==> src/gpf_pkg.sv <==
package gpf_pkg;

    localparam int PATH_DEPTH = 64;
    localparam int NODE_BITS  = 16;
    localparam int ADDR_BITS  = $clog2(PATH_DEPTH);
    localparam int COUNT_BITS = $clog2(PATH_DEPTH + 1);

    localparam int PADDR_BITS = 3;
    localparam int PDATA_BITS = 32;

    typedef enum logic [1:0] {
        KIND_INIT = 2'd0,
        KIND_PATH = 2'd1,
        KIND_POS  = 2'd2,
        KIND_ARB  = 2'd3
    } kind_t;

    typedef enum logic [1:0] {
        HEAD_YP = 2'd0,
        HEAD_YN = 2'd1,
        HEAD_XP = 2'd2,
        HEAD_XN = 2'd3
    } heading_t;

    // drive command codes; codes above CMD_RIGHT pass through on arbitration
    localparam logic [3:0] CMD_NONE       = 4'd0;
    localparam logic [3:0] CMD_STOP       = 4'd1;
    localparam logic [3:0] CMD_BACK_STOP  = 4'd2;
    localparam logic [3:0] CMD_LEFT_STOP  = 4'd3;
    localparam logic [3:0] CMD_RIGHT_STOP = 4'd4;
    localparam logic [3:0] CMD_FWD        = 4'd5;
    localparam logic [3:0] CMD_BACK       = 4'd6;
    localparam logic [3:0] CMD_LEFT       = 4'd7;
    localparam logic [3:0] CMD_RIGHT      = 4'd8;

    localparam logic [PADDR_BITS-1:0] ADDR_START_HEADING = PADDR_BITS'(0);

    typedef enum logic [1:0] {
        ST_IDLE = 2'd0,
        ST_HEAD = 2'd1,
        ST_EXEC = 2'd2
    } state_t;

    typedef struct packed {
        logic load_item;
        logic cap_cur;
        logic rd_next;
        logic commit;
    } gpf_ctrl_t;

    typedef struct packed {
        logic out_free;
    } gpf_status_t;

    // command for a heading change
    function automatic logic [3:0] turn_cmd(heading_t new_h, heading_t old_h);
        logic [3:0] cmd;
        cmd = CMD_FWD;
        if (new_h == old_h)
        begin
            cmd = CMD_FWD;
        end
        else
        begin
            unique case (new_h)
                HEAD_YP: cmd = (old_h == HEAD_YN) ? CMD_BACK :
                               (old_h == HEAD_XP) ? CMD_LEFT : CMD_RIGHT;
                HEAD_YN: cmd = (old_h == HEAD_YP) ? CMD_BACK :
                               (old_h == HEAD_XP) ? CMD_RIGHT : CMD_LEFT;
                HEAD_XP: cmd = (old_h == HEAD_YP) ? CMD_RIGHT :
                               (old_h == HEAD_YN) ? CMD_LEFT : CMD_BACK;
                HEAD_XN: cmd = (old_h == HEAD_YP) ? CMD_LEFT :
                               (old_h == HEAD_YN) ? CMD_RIGHT : CMD_BACK;
                default: cmd = CMD_FWD;
            endcase
        end
        return cmd;
    endfunction

    // final stop with empty path depends on heading
    function automatic logic [3:0] stop_cmd(heading_t h);
        logic [3:0] cmd;
        cmd = CMD_STOP;
        unique case (h)
            HEAD_YP: cmd = CMD_STOP;
            HEAD_YN: cmd = CMD_BACK_STOP;
            HEAD_XP: cmd = CMD_LEFT_STOP;
            HEAD_XN: cmd = CMD_RIGHT_STOP;
            default: cmd = CMD_STOP;
        endcase
        return cmd;
    endfunction

endpackage

==> src/gpf_if.sv <==
interface gpf_item_if;
    logic        valid;
    logic        ready;
    logic [1:0]  kind;
    logic        enable;
    logic [15:0] node_number;
    logic        first_of_path;
    logic [15:0] position;
    logic [3:0]  override_command;

    modport source (
        output valid, kind, enable, node_number, first_of_path, position,
               override_command,
        input  ready
    );
    modport sink (
        input  valid, kind, enable, node_number, first_of_path, position,
               override_command,
        output ready
    );
endinterface

interface gpf_result_if;
    logic       valid;
    logic       ready;
    logic       ready_res;
    logic       busy_res;
    logic [3:0] drive_command;
    logic       task_done;
    logic       confirm;
    logic       init_ack;
    logic       path_overflow;

    modport source (
        output valid, ready_res, busy_res, drive_command, task_done, confirm,
               init_ack, path_overflow,
        input  ready
    );
    modport sink (
        input  valid, ready_res, busy_res, drive_command, task_done, confirm,
               init_ack, path_overflow,
        output ready
    );
endinterface

==> src/gpf_ram.sv <==
module gpf_ram #(
    parameter int WIDTH = 16,
    parameter int DEPTH = 64
) (
    input  logic                     clk,
    input  logic                     we,
    input  logic [$clog2(DEPTH)-1:0] waddr,
    input  logic [WIDTH-1:0]         wdata,
    input  logic [$clog2(DEPTH)-1:0] raddr,
    output logic [WIDTH-1:0]         rdata
);

    logic [WIDTH-1:0] mem [DEPTH];

    always_ff @(posedge clk)
    begin
        if (we)
        begin
            mem[waddr] <= wdata;
        end
        rdata <= mem[raddr];
    end

endmodule

==> src/gpf_ctrl.sv <==
module gpf_ctrl (
    input  logic                clk,
    input  logic                rst_n,
    input  logic                item_valid,
    output logic                item_ready,
    input  gpf_pkg::gpf_status_t status,
    output gpf_pkg::gpf_ctrl_t  ctrl
);

    gpf_pkg::state_t state_reg;
    gpf_pkg::state_t state_next;

    always_ff @(posedge clk or negedge rst_n)
    begin
        if (!rst_n)
        begin
            state_reg <= gpf_pkg::ST_IDLE;
        end
        else
        begin
            state_reg <= state_next;
        end
    end

    always_comb
    begin
        state_next = state_reg;
        unique case (state_reg)
            gpf_pkg::ST_IDLE:
            begin
                if (item_valid)
                begin
                    state_next = gpf_pkg::ST_HEAD;
                end
            end
            gpf_pkg::ST_HEAD:
            begin
                state_next = gpf_pkg::ST_EXEC;
            end
            gpf_pkg::ST_EXEC:
            begin
                if (status.out_free)
                begin
                    state_next = gpf_pkg::ST_IDLE;
                end
            end
            default:
            begin
                state_next = gpf_pkg::ST_IDLE;
            end
        endcase
    end

    always_comb
    begin
        item_ready     = 1'b0;
        ctrl.load_item = 1'b0;
        ctrl.cap_cur   = 1'b0;
        ctrl.rd_next   = 1'b0;
        ctrl.commit    = 1'b0;
        unique case (state_reg)
            gpf_pkg::ST_IDLE:
            begin
                item_ready     = 1'b1;
                ctrl.load_item = item_valid;
            end
            gpf_pkg::ST_HEAD:
            begin
                ctrl.cap_cur = 1'b1;
                ctrl.rd_next = 1'b1;
            end
            gpf_pkg::ST_EXEC:
            begin
                ctrl.rd_next = 1'b1;
                ctrl.commit  = status.out_free;
            end
            default:
            begin
                item_ready = 1'b0;
            end
        endcase
    end

    // an accepted beat passes through the head step, with no commit, into the execute step
    assert property (@(posedge clk) disable iff (!rst_n)
        ctrl.load_item |=> !ctrl.commit ##1 (state_reg == gpf_pkg::ST_EXEC))
        else $error("item did not reach the execute step in order");

endmodule

==> src/gpf_dp.sv <==
module gpf_dp (
    input  logic                                 clk,
    input  logic                                 rst_n,
    input  gpf_pkg::gpf_ctrl_t                   ctrl,
    output gpf_pkg::gpf_status_t                 status,
    // item payload
    input  logic [1:0]                           kind,
    input  logic                                 enable,
    input  logic [15:0]                          node_number,
    input  logic                                 first_of_path,
    input  logic [15:0]                          position,
    input  logic [3:0]                           override_command,
    // configuration
    input  logic                                 cfg_wr,
    input  logic [1:0]                           cfg_heading,
    output logic [1:0]                           start_heading,
    // result
    output logic                                 res_valid,
    input  logic                                 res_ready,
    output logic                                 ready_res,
    output logic                                 busy_res,
    output logic [3:0]                           drive_command,
    output logic                                 task_done,
    output logic                                 confirm,
    output logic                                 init_ack,
    output logic                                 path_overflow
);

    localparam int SUM_BITS = gpf_pkg::COUNT_BITS + 1;

    // latched item
    gpf_pkg::kind_t                    kind_reg;
    logic                              enable_reg;
    logic [gpf_pkg::NODE_BITS-1:0]     node_reg;
    logic                              first_reg;
    logic [gpf_pkg::NODE_BITS-1:0]     pos_reg;
    logic [3:0]                        ovr_reg;
    logic [gpf_pkg::NODE_BITS-1:0]     cur_reg;

    // architectural state
    logic                              started_reg, started_next;
    logic                              hold_reg, hold_next;
    gpf_pkg::heading_t                 heading_reg, heading_next;
    logic [1:0]                        start_heading_reg;
    logic [gpf_pkg::ADDR_BITS-1:0]     head_reg, head_next;
    logic [gpf_pkg::COUNT_BITS-1:0]    count_reg, count_next;
    logic [3:0]                        cmd_reg, cmd_next;
    logic                              ready_reg, ready_next;
    logic                              busy_reg, busy_next;

    logic                              out_valid_reg;
    logic                              done_reg, conf_reg, ack_reg, ovf_reg;
    logic                              done_next, conf_next, ack_next, ovf_next;

    logic [gpf_pkg::NODE_BITS-1:0]     nxt_node;
    logic [gpf_pkg::ADDR_BITS-1:0]     head_plus1;
    logic [gpf_pkg::ADDR_BITS-1:0]     tail_addr;
    logic [gpf_pkg::ADDR_BITS-1:0]     rd_addr;
    logic [gpf_pkg::ADDR_BITS-1:0]     wr_addr;
    logic                              wr_en;
    logic [SUM_BITS-1:0]               tail_sum;
    logic [SUM_BITS-1:0]               inc_sum;
    logic [gpf_pkg::NODE_BITS:0]       cur_p1;
    logic [gpf_pkg::NODE_BITS:0]       nxt_p1;
    logic                              at_head;
    logic                              full;

    // wrap head + count and head + 1 into the store
    always_comb
    begin
        tail_sum = SUM_BITS'(head_reg) + SUM_BITS'(count_reg);
        if (tail_sum >= SUM_BITS'(gpf_pkg::PATH_DEPTH))
        begin
            tail_sum = tail_sum - SUM_BITS'(gpf_pkg::PATH_DEPTH);
        end
        tail_addr = tail_sum[gpf_pkg::ADDR_BITS-1:0];

        inc_sum = SUM_BITS'(head_reg) + SUM_BITS'(1);
        if (inc_sum >= SUM_BITS'(gpf_pkg::PATH_DEPTH))
        begin
            inc_sum = inc_sum - SUM_BITS'(gpf_pkg::PATH_DEPTH);
        end
        head_plus1 = inc_sum[gpf_pkg::ADDR_BITS-1:0];
    end

    assign rd_addr = ctrl.rd_next ? head_plus1 : head_reg;
    assign full    = !first_reg && (count_reg == gpf_pkg::COUNT_BITS'(gpf_pkg::PATH_DEPTH));
    assign wr_en   = ctrl.commit && started_reg && (kind_reg == gpf_pkg::KIND_PATH) && !full;
    assign wr_addr = first_reg ? '0 : tail_addr;

    gpf_ram #(
        .WIDTH (gpf_pkg::NODE_BITS),
        .DEPTH (gpf_pkg::PATH_DEPTH)
    ) u_path_ram (
        .clk   (clk),
        .we    (wr_en),
        .waddr (wr_addr),
        .wdata (node_reg),
        .raddr (rd_addr),
        .rdata (nxt_node)
    );

    always_ff @(posedge clk)
    begin
        if (ctrl.load_item)
        begin
            kind_reg   <= gpf_pkg::kind_t'(kind);
            enable_reg <= enable;
            node_reg   <= gpf_pkg::NODE_BITS'(node_number);
            first_reg  <= first_of_path;
            pos_reg    <= gpf_pkg::NODE_BITS'(position);
            ovr_reg    <= override_command;
        end
        if (ctrl.cap_cur)
        begin
            cur_reg <= nxt_node;
        end
    end

    assign at_head = (pos_reg == cur_reg);
    assign cur_p1  = {1'b0, cur_reg} + (gpf_pkg::NODE_BITS + 1)'(1);
    assign nxt_p1  = {1'b0, nxt_node} + (gpf_pkg::NODE_BITS + 1)'(1);

    always_comb
    begin
        started_next = started_reg;
        hold_next    = hold_reg;
        heading_next = heading_reg;
        head_next    = head_reg;
        count_next   = count_reg;
        cmd_next     = cmd_reg;
        ready_next   = ready_reg;
        busy_next    = busy_reg;
        done_next    = 1'b0;
        conf_next    = 1'b0;
        ack_next     = 1'b0;
        ovf_next     = 1'b0;

        if (!started_reg)
        begin
            if ((kind_reg == gpf_pkg::KIND_INIT) && enable_reg)
            begin
                started_next = 1'b1;
                ready_next   = 1'b1;
                ack_next     = 1'b1;
            end
        end
        else
        begin
            unique case (kind_reg)
                gpf_pkg::KIND_INIT:
                begin
                    if (!enable_reg)
                    begin
                        started_next = 1'b0;
                        ready_next   = 1'b0;
                        ack_next     = 1'b1;
                    end
                end
                gpf_pkg::KIND_PATH:
                begin
                    busy_next  = 1'b1;
                    ready_next = enable_reg;
                    if (first_reg)
                    begin
                        head_next = '0;
                    end
                    if (full)
                    begin
                        ovf_next = 1'b1;
                    end
                    else if (first_reg)
                    begin
                        count_next = gpf_pkg::COUNT_BITS'(1);
                    end
                    else
                    begin
                        count_next = count_reg + gpf_pkg::COUNT_BITS'(1);
                    end
                end
                gpf_pkg::KIND_POS:
                begin
                    conf_next = 1'b1;
                    if (!hold_reg)
                    begin
                        if (count_reg == '0)
                        begin
                            cmd_next  = gpf_pkg::stop_cmd(heading_reg);
                            busy_next = 1'b0;
                            done_next = 1'b1;
                        end
                        else if (count_reg == gpf_pkg::COUNT_BITS'(1))
                        begin
                            if (at_head)
                            begin
                                cmd_next   = gpf_pkg::CMD_STOP;
                                head_next  = head_plus1;
                                count_next = count_reg - gpf_pkg::COUNT_BITS'(1);
                            end
                            else
                            begin
                                cmd_next = gpf_pkg::CMD_FWD;
                            end
                        end
                        else if (at_head)
                        begin
                            // unit step is along X, longer step along Y
                            priority if (nxt_node == cur_p1[gpf_pkg::NODE_BITS-1:0]
                                         && !cur_p1[gpf_pkg::NODE_BITS])
                            begin
                                heading_next = gpf_pkg::HEAD_XP;
                                cmd_next = gpf_pkg::turn_cmd(gpf_pkg::HEAD_XP, heading_reg);
                            end
                            else if (cur_reg == nxt_p1[gpf_pkg::NODE_BITS-1:0]
                                     && !nxt_p1[gpf_pkg::NODE_BITS])
                            begin
                                heading_next = gpf_pkg::HEAD_XN;
                                cmd_next = gpf_pkg::turn_cmd(gpf_pkg::HEAD_XN, heading_reg);
                            end
                            else if (nxt_node > cur_reg)
                            begin
                                heading_next = gpf_pkg::HEAD_YP;
                                cmd_next = gpf_pkg::turn_cmd(gpf_pkg::HEAD_YP, heading_reg);
                            end
                            else if (nxt_node < cur_reg)
                            begin
                                heading_next = gpf_pkg::HEAD_YN;
                                cmd_next = gpf_pkg::turn_cmd(gpf_pkg::HEAD_YN, heading_reg);
                            end
                            else
                            begin
                                // zero step keeps heading and command
                                heading_next = heading_reg;
                            end
                            head_next  = head_plus1;
                            count_next = count_reg - gpf_pkg::COUNT_BITS'(1);
                        end
                    end
                end
                gpf_pkg::KIND_ARB:
                begin
                    hold_next = !hold_reg;
                    cmd_next  = ovr_reg;
                    conf_next = 1'b1;
                end
                default:
                begin
                    conf_next = 1'b0;
                end
            endcase
        end
    end

    always_ff @(posedge clk or negedge rst_n)
    begin
        if (!rst_n)
        begin
            started_reg       <= 1'b0;
            hold_reg          <= 1'b0;
            heading_reg       <= gpf_pkg::HEAD_YP;
            start_heading_reg <= 2'd0;
            head_reg          <= '0;
            count_reg         <= '0;
            cmd_reg           <= gpf_pkg::CMD_NONE;
            ready_reg         <= 1'b0;
            busy_reg          <= 1'b0;
        end
        else if (cfg_wr)
        begin
            start_heading_reg <= cfg_heading;
            heading_reg       <= gpf_pkg::heading_t'(cfg_heading);
        end
        else if (ctrl.commit)
        begin
            started_reg <= started_next;
            hold_reg    <= hold_next;
            heading_reg <= heading_next;
            head_reg    <= head_next;
            count_reg   <= count_next;
            cmd_reg     <= cmd_next;
            ready_reg   <= ready_next;
            busy_reg    <= busy_next;
        end
    end

    // result beat register
    always_ff @(posedge clk or negedge rst_n)
    begin
        if (!rst_n)
        begin
            out_valid_reg <= 1'b0;
        end
        else if (ctrl.commit)
        begin
            out_valid_reg <= 1'b1;
        end
        else if (res_ready)
        begin
            out_valid_reg <= 1'b0;
        end
    end

    always_ff @(posedge clk)
    begin
        if (ctrl.commit)
        begin
            done_reg <= done_next;
            conf_reg <= conf_next;
            ack_reg  <= ack_next;
            ovf_reg  <= ovf_next;
        end
    end

    assign status.out_free = !out_valid_reg || res_ready;
    assign start_heading   = start_heading_reg;
    assign res_valid       = out_valid_reg;
    assign ready_res       = ready_reg;
    assign busy_res        = busy_reg;
    assign drive_command   = cmd_reg;
    assign task_done       = done_reg;
    assign confirm         = conf_reg;
    assign init_ack        = ack_reg;
    assign path_overflow   = ovf_reg;

    assert property (@(posedge clk) disable iff (!rst_n)
        count_reg <= gpf_pkg::COUNT_BITS'(gpf_pkg::PATH_DEPTH))
        else $error("path count beyond store depth");

    assert property (@(posedge clk) disable iff (!rst_n)
        ctrl.commit |=> out_valid_reg)
        else $error("commit without a result beat");

    assert property (@(posedge clk) disable iff (!rst_n)
        wr_en |-> started_reg && !ovf_next)
        else $error("store written while stopped or full");

    assert property (@(posedge clk) disable iff (!rst_n)
        !ctrl.commit |=> $stable(count_reg) && $stable(head_reg))
        else $error("path queue moved without a commit");

endmodule

==> src/grid_path_follower.sv <==
// channel  | dir  | beat                                        | handshake
// item     | in   | kind enable node_number first_of_path       | valid/ready
//          |      | position override_command                   |
// result   | out  | ready_res busy_res drive_command task_done  | valid/ready
//          |      | confirm init_ack path_overflow              |
// apb      | in   | start_heading at byte 0                     | psel/penable
//
// an item is accepted in idle, the head node is read, then the next node is read
// and the update commits; the result beat is registered from that commit. the
// single read port of the path store splits the two reads. one result beat per item.
// rst_n clears control state at once; the path store needs no clearing.
// a result waiting on result.ready stalls the update step, and item.ready
// stays low until the block is back in idle.
module grid_path_follower (
    input  logic                           clk,
    input  logic                           rst_n,
    gpf_item_if.sink                       item,
    gpf_result_if.source                   result,
    input  logic                           psel,
    input  logic                           penable,
    input  logic                           pwrite,
    input  logic [gpf_pkg::PADDR_BITS-1:0] paddr,
    input  logic [gpf_pkg::PDATA_BITS-1:0] pwdata,
    output logic [gpf_pkg::PDATA_BITS-1:0] prdata,
    output logic                           pready
);

    gpf_pkg::gpf_ctrl_t   ctrl;
    gpf_pkg::gpf_status_t status;
    logic                 cfg_wr;
    logic [1:0]           start_heading;

    // register decode on the word address
    assign pready = 1'b1;
    assign cfg_wr = psel && penable && pwrite
                    && (paddr[gpf_pkg::PADDR_BITS-1:2]
                        == gpf_pkg::ADDR_START_HEADING[gpf_pkg::PADDR_BITS-1:2]);
    assign prdata = (paddr[gpf_pkg::PADDR_BITS-1:2]
                     == gpf_pkg::ADDR_START_HEADING[gpf_pkg::PADDR_BITS-1:2])
                    ? gpf_pkg::PDATA_BITS'(start_heading) : '0;

    gpf_ctrl u_ctrl (
        .clk        (clk),
        .rst_n      (rst_n),
        .item_valid (item.valid),
        .item_ready (item.ready),
        .status     (status),
        .ctrl       (ctrl)
    );

    gpf_dp u_dp (
        .clk              (clk),
        .rst_n            (rst_n),
        .ctrl             (ctrl),
        .status           (status),
        .kind             (item.kind),
        .enable           (item.enable),
        .node_number      (item.node_number),
        .first_of_path    (item.first_of_path),
        .position         (item.position),
        .override_command (item.override_command),
        .cfg_wr           (cfg_wr),
        .cfg_heading      (pwdata[1:0]),
        .start_heading    (start_heading),
        .res_valid        (result.valid),
        .res_ready        (result.ready),
        .ready_res        (result.ready_res),
        .busy_res         (result.busy_res),
        .drive_command    (result.drive_command),
        .task_done        (result.task_done),
        .confirm          (result.confirm),
        .init_ack         (result.init_ack),
        .path_overflow    (result.path_overflow)
    );

endmodule

==> src/flat_wrapper.sv <==
// flat-port wrapper written by rule: the top's interface ports become plain ports
module grid_path_follower_flat 
  (clk, rst_n, psel, penable, pwrite, paddr, pwdata, prdata, pready, item_valid, item_kind, item_enable, item_node_number, item_first_of_path, item_position, item_override_command, item_ready, result_valid, result_ready_res, result_busy_res, result_drive_command, result_task_done, result_confirm, result_init_ack, result_path_overflow, result_ready);
  gpf_item_if item_i ();
  gpf_result_if result_i ();
  input  logic clk;
  input  logic rst_n;
  input  logic psel;
  input  logic penable;
  input  logic pwrite;
  input  logic [gpf_pkg::PADDR_BITS-1:0] paddr;
  input  logic [gpf_pkg::PDATA_BITS-1:0] pwdata;
  output logic [gpf_pkg::PDATA_BITS-1:0] prdata;
  output logic pready;
  input wire logic [$bits(item_i.valid)-1:0] item_valid;
  input wire logic [$bits(item_i.kind)-1:0] item_kind;
  input wire logic [$bits(item_i.enable)-1:0] item_enable;
  input wire logic [$bits(item_i.node_number)-1:0] item_node_number;
  input wire logic [$bits(item_i.first_of_path)-1:0] item_first_of_path;
  input wire logic [$bits(item_i.position)-1:0] item_position;
  input wire logic [$bits(item_i.override_command)-1:0] item_override_command;
  output wire logic [$bits(item_i.ready)-1:0] item_ready;
  output wire logic [$bits(result_i.valid)-1:0] result_valid;
  output wire logic [$bits(result_i.ready_res)-1:0] result_ready_res;
  output wire logic [$bits(result_i.busy_res)-1:0] result_busy_res;
  output wire logic [$bits(result_i.drive_command)-1:0] result_drive_command;
  output wire logic [$bits(result_i.task_done)-1:0] result_task_done;
  output wire logic [$bits(result_i.confirm)-1:0] result_confirm;
  output wire logic [$bits(result_i.init_ack)-1:0] result_init_ack;
  output wire logic [$bits(result_i.path_overflow)-1:0] result_path_overflow;
  input wire logic [$bits(result_i.ready)-1:0] result_ready;
  assign item_i.valid = item_valid;
  assign item_i.kind = item_kind;
  assign item_i.enable = item_enable;
  assign item_i.node_number = item_node_number;
  assign item_i.first_of_path = item_first_of_path;
  assign item_i.position = item_position;
  assign item_i.override_command = item_override_command;
  assign item_ready = item_i.ready;
  assign result_valid = result_i.valid;
  assign result_ready_res = result_i.ready_res;
  assign result_busy_res = result_i.busy_res;
  assign result_drive_command = result_i.drive_command;
  assign result_task_done = result_i.task_done;
  assign result_confirm = result_i.confirm;
  assign result_init_ack = result_i.init_ack;
  assign result_path_overflow = result_i.path_overflow;
  assign result_i.ready = result_ready;
  grid_path_follower u_core (.clk(clk), .rst_n(rst_n), .item(item_i), .result(result_i), .psel(psel), .penable(penable), .pwrite(pwrite), .paddr(paddr), .pwdata(pwdata), .prdata(prdata), .pready(pready));
endmodule
==> config.mk <==
export PLATFORM = sky130hd
export DESIGN_NAME = grid_path_follower_flat
export DESIGN_NICKNAME = d
export VERILOG_FILES = /design/src/gpf_pkg.sv /design/src/gpf_if.sv /design/src/gpf_ram.sv /design/src/gpf_ctrl.sv /design/src/gpf_dp.sv /design/src/grid_path_follower.sv /design/src/flat_wrapper.sv
export SDC_FILE = /design/constraint.sdc
export NUM_CORES = 1
export LEC_CHECK = 0
export BUFFER_PORTS_ARGS = -buffer_cell sky130_fd_sc_hd__buf_2
export CORE_MARGIN = 2
export CORE_UTILIZATION = 50
export CTS_CLUSTER_DIAMETER = 200
export DETAILED_ROUTE_END_ITERATION = 10
export PLACE_DENSITY_LB_ADDON = 0.08
export REMOVE_ABC_BUFFERS = 1
export SLEW_MARGIN = 15
export SYNTH_ARGS = -nofsm -noshare
export SYNTH_HDL_FRONTEND = slang
export SYNTH_HIERARCHICAL = 1
export SYNTH_SLANG_ARGS = --single-unit
==> constraint.sdc <==
create_clock -name clk -period 5 [get_ports clk]
set_input_delay 1 -clock clk [delete_from_list [all_inputs] [get_ports clk]]
set_output_delay 1 -clock clk [all_outputs]
set_load 0.02 [all_outputs]
Yosys cells after proc, flatten, opt, wreduce, memory -nomap -nowiden --
Memories as Yosys holds them, arrays and structs flattened. A register that Yosys moved wholly into a read port is not among the register bits. Cells that the tools add are included.
Word-level totals: bits in writable memories 1024, logic and storage cells 193, output and inout bits 45, memory bits (read-only) 0, register bits after elaboration 88, memories kept 1, bits of input ports 82, bits in latches 0
Operators by class: reductions and logical operators 43, $lt $le $gt $ge 4, mux-type cells 80, $mul 0, shift-type cells 0, bitwise gates (word level) 4, divide/modulo/power cells 0, eq/ne operators 31, add/subtract/negate cells 8
Memories:
- u_core.u_dp.u_path_ram.mem | words 64, bits a word 16, rd ports 1, clocked after Yosys merged registers in 1, wr ports 1, RTL line gpf_ram.sv:13 | logic [WIDTH-1:0] mem [DEPTH];
Operators by type and width (number):
- $mux W4 | 19
- $eq A16 B16 Y1 | 3
- $mux W6 | 8
- $mux W7 | 5
- $add A16 B1 Y17 const B | 2
- $mux W2 | 15
- $mux W1 | 25
- $reduce_and A8 Y1 | 3
- $gt A16 B16 Y1 | 1
- $lt A16 B16 Y1 | 1
- $ne A2 B2 Y1 const B | 8
- $pmux W4 S4 | 1
- $reduce_bool A2 Y1 | 8
- $pmux W7 S2 | 1
- $pmux W6 S2 | 1
- $sub A6 B1 Y6 const B | 2
- $eq A2 B2 Y1 const B | 5
- $logic_and A1 B1 Y1 | 10
- $add A6 B7 Y8 | 1
- $ge A8 B7 Y1 const B | 1
- $pmux W4 S2 | 1
- $add A6 B1 Y7 const B | 1
- $add A7 B1 Y7 const B | 1
- $eq A7 B1 Y1 const B | 1
- 27 further kinds | 46

Logic depth before layout (Yosys ltp) --
depth in word-level cells 13, depth in mapped cells 13, depth with buffers taken out 11

Modules after synthesis --
The synthesis kept the hierarchy.
Modules (own cells, without submodules):
- gpf_ram | cells an instance 1820, sequential area each 31069.8 um^2, times used 1, area an instance 39978.3 um^2
- gpf_dp | cells an instance 555, sequential area each 2452.4 um^2, times used 1, area an instance 5556.6 um^2
- grid_path_follower | cells an instance 36, sequential area each 0.0 um^2, times used 1, area an instance 267.8 um^2
- gpf_ctrl | cells an instance 15, sequential area each 50.0 um^2, times used 1, area an instance 162.7 um^2

Worst setup path before layout --
OpenSTA, ideal clock, no wires.
path type flip-flop to flip-flop, from register u_core/u_dp/head_reg[0] (netlist name), to memory u_core.u_dp.u_path_ram.mem[28][0], enable pin, buffers on the path 2, setup time 0.388 ns, stages on the path, launching flop included 10, arrival time 3.117 ns, setup slack 1.494 ns, period minus slack after synthesis 3.506 ns, required time 4.612 ns, cells stage by stage dfrtp_1 -> ha_1 -> fa_1 -> xnor2_1 -> nor2_1 -> clkbuf_1 -> or3b_2 -> or2_2 -> clkbuf_1 -> nor2_1
Between the ends: cells in the longest elaborated chain, start to end 4, elaborated cells on any way between the ends 5, classes of those cells add/sub: 2; order compare: 1; mux: 2
RTL lines:
- start: declaration | RTL line gpf_dp.sv:45 | logic [gpf_pkg::ADDR_BITS-1:0] head_reg, head_next;
- start signal: assignment | RTL line gpf_dp.sv:278 | head_reg <= head_next;
- $add A6 B7 Y8 (*) | RTL line gpf_dp.sv:71 | tail_sum = SUM_BITS'(head_reg) + SUM_BITS'(count_reg);
- $ge A8 B7 Y1 / $sub A6 B1 Y6 (equally long branches) | RTL line gpf_dp.sv:72, gpf_dp.sv:74
- $mux W6 (*) | RTL line gpf_dp.sv:72 | if (tail_sum >= SUM_BITS'(gpf_pkg::PATH_DEPTH))
- $mux W6 (*) | RTL line gpf_dp.sv:89 | assign wr_addr = first_reg ? '0 : tail_addr;
- net u_core.u_dp.wr_addr, one bit | RTL line gpf_dp.sv:59 | logic [gpf_pkg::ADDR_BITS-1:0] wr_addr;
- end: declaration | RTL line gpf_ram.sv:13
The timed path passes the listed nets; every way through them passes the cells marked *.

==> run metrics <==
status completed; Post-Layout Cell Count 3892; cts hold-fix bufs 0; Pwr per Cell Area 508 nW/um2; Synth Flop Type edfxtp_1; CP Cell Sequence inv_1, ha_1, nand2_1, xnor2_2, buf_12, mux4_2, mux2i_1, a22oi_1, a31oi_1, a311oi_1; Psw 7.46 mW; largest net degree at the start of global routing 82; Max Cap Viol 0; post-synth top area cell edfxtp_1; CP Max Fanout 81; Nets 2726; final setup violating endpoints 0; Sw Share 0.283; final critical-path share of the clock period 0.797; DR vias 23500; worst hold-check path type in -> async; Cell Area, Synth 46000 um2; Root Driver clkbuf_16; Reg power frac 0.433; Layout area overhead 12.9%; buffers added on ports 63; critical path's slowest cell a31oi_1; RePlAce Congestion 0.861; EDFF count, synth 1084; post-synthesis cell type count 87; Crit. End Element register; H-tree level count 3; worst slew pin tran 1150 ps; CP startpoint kind register; GRT Total Usage 0.235; Final Hold Fails 0; commonest non-fill, non-tap cell in the layout edfxtp_1; Min Clock Period, post-route 3990 ps; drt wl/cell 28.3 um; total internal power 18.9 mW; share of cells above drive strength 1 0.237; CTS Sinks 1128; delay-heaviest family, CP compound AO/OA/AOI/OAI gates; Final Max Tran Viols 0; first-pass GRT wire length 160000 um; register area share after synthesis 0.730; relative slew slack 0.233; area share of the largest cell type after synthesis 0.708; Initial Utilization 0.503; synthesized instance count 2426; row count 111; Logic pwr share 0.234; total grt overflow 0; initial antenna violation count 3; CTS tree yes; Worst EP arrival 4520 ps; Worst path max stage delay 570 ps; DR vias/cell 6.04; Die Width 307 um; max FFs per register 1024; Clock transition at path regs 60 ps; Clock Skew 23.5 ps; dominant cells by area after synthesis edfxtp_1 (71%), mux4_2 (11%), mux2i_1 (2.1%), dfrtp_1 (1.5%), ha_1 (1.1%); Setup Buffers After CTS 0; post-route ant nets 0; Largest Register u_core/u_dp/u_path_ram/mem; DIE AREA 94400 um2; worst-case vdd ir drop 0.379 mV; Iteration-0 DRC Markers 2478; Leak 16.7 nW; placeable core area 91400 um2; die height 307 um; WP buf/inv 2; max frequency 251 MHz; asr flop ratio synth 0.0248; Residual DRC 0; Clock power frac 0.333; placed cells 3673; vias in the first global route 23800; sum of negative setup slack 0 ps; YS warnings 6; Util after Layout 0.568; Resized cells post-CTS 0; Yosys reg bits 1128; Worst-Skew Late Latency 700 ps; CTS Buf Count 115; IO Count 127; DP HPWL 65800 um; DR pass1 iterations 7; Max Root-Sink Buffers 3; total length of routed wires 110000 um; commonest cells after routing, fill and taps aside edfxtp_1 (1084), mux4_2 (221), nor2_1 (123), buf_4 (121), clkbuf_16 (115); crit path kind reg -> reg; unrepaired setup endpoints after global routing false; Crit path required time 5540 ps; Post-Syn Area per Cell 18.9 um2
## final cells by class
cell class                 instances  area [um2]
timing repair buffer             191        1360
clock inverter                    79         887
clock buffer                     139        3040
sequential                      1128       33600
antenna                            1        2.50
multi-input combinational       1136       11400
inverter                          32         120
fill                            6958       39500
tap                             1186        1480
## stage by stage
stage               power (mW)  hold WS (ps)  instance area, um2  setup WS (ps)
floorplan                 13.3           458               45100         -19870
global placement          17.8           458               48000           1040
detailed placement        17.9           470               48000            993
CTS                       26.7           339               51900           1010
global route              27.4           374               51900            888
finish                    26.4           348               51900           1010
## worst paths after layout
path / end / from / slack [ps] / cells after the start
max: u_core/u_dp/u_path_ram/rdata[5]$_DFF_P_ / u_core/u_ctrl/state_reg[1]$_DFFE_PN0P_ / 1010 / 10
min: u_core/u_dp/ready_res$_DFFE_PN0P_ / rst_n / 350 / 1
max reg2reg: u_core/u_dp/u_path_ram/rdata[5]$_DFF_P_ / u_core/u_ctrl/state_reg[1]$_DFFE_PN0P_ / 1010 / 10
min reg2reg: u_core/u_dp/drive_command[2]$_DFFE_PN0P_ / u_core/u_dp/drive_command[2]$_DFFE_PN0P_ / 480 / 2
max in group asynchronous: u_core/u_dp/head_reg[4]$_DFFE_PN0P_ / rst_n / 4190 / 1
min in group clk: u_core/u_dp/pos_reg[0]$_DFFE_PP_ / item_position[0] / 480 / 1
## synth_stat cells (all sizes together), types with 14 or more instances
| cell type | instances |
|---|---|
| edfxtp | 1084 |
| mux4 | 223 |
| nor2 | 124 |
| mux2i | 97 |
| buf | 94 |
| nand2 | 73 |
| clkbuf | 65 |
| a22oi | 64 |
| nand3 | 52 |
| ha | 39 |
| a21oi | 35 |
| nor2b | 35 |
| inv | 32 |
| xor2 | 32 |
| o21ai | 31 |
| dfrtp | 28 |
| xnor2 | 26 |
| a221oi | 24 |
| nor3 | 23 |
| mux2 | 17 |
| dfxtp | 16 |
| a31oi | 15 |
| and4 | 15 |
| a311oi | 14 |
| nor4 | 14 |
## cells by family after synthesis
kind of cell,share of synthesized area
flip-flops,0.730
AND/OR/NAND/NOR,0.0462
multiplexers,0.135
AO/OA/AOI/OAI,0.0419
buffers and inverters,0.0245
XOR/XNOR,0.0111
adder cells (fa/ha/maj),0.0111
other,0.000163
## routing by layer
| layer | part of all wire | vias up | GRT usage |
|---|---|---|---|
| li1 | - | 10200 | - |
| met1 | 0.41 | 12300 | 0.326 |
| met2 | 0.50 | 831 | 0.393 |
| met3 | 0.062 | 169 | 0.0323 |
| met4 | 0.027 | 0 | 0.0648 |
| met5 | 0 | - | 0 |
## power by group through the flow
stage	logic, mW	registers [mW]	clock network [mW]
final	6.18	11.4	8.79
after global routing	6.65	11.5	9.32
after CTS	6.30	11.4	8.96
after detailed placement	6.27	11.6	0
after global placement	6.17	11.6	0
after floorplan	1.78	11.5	0
Power figures use the tool's default switching activity.
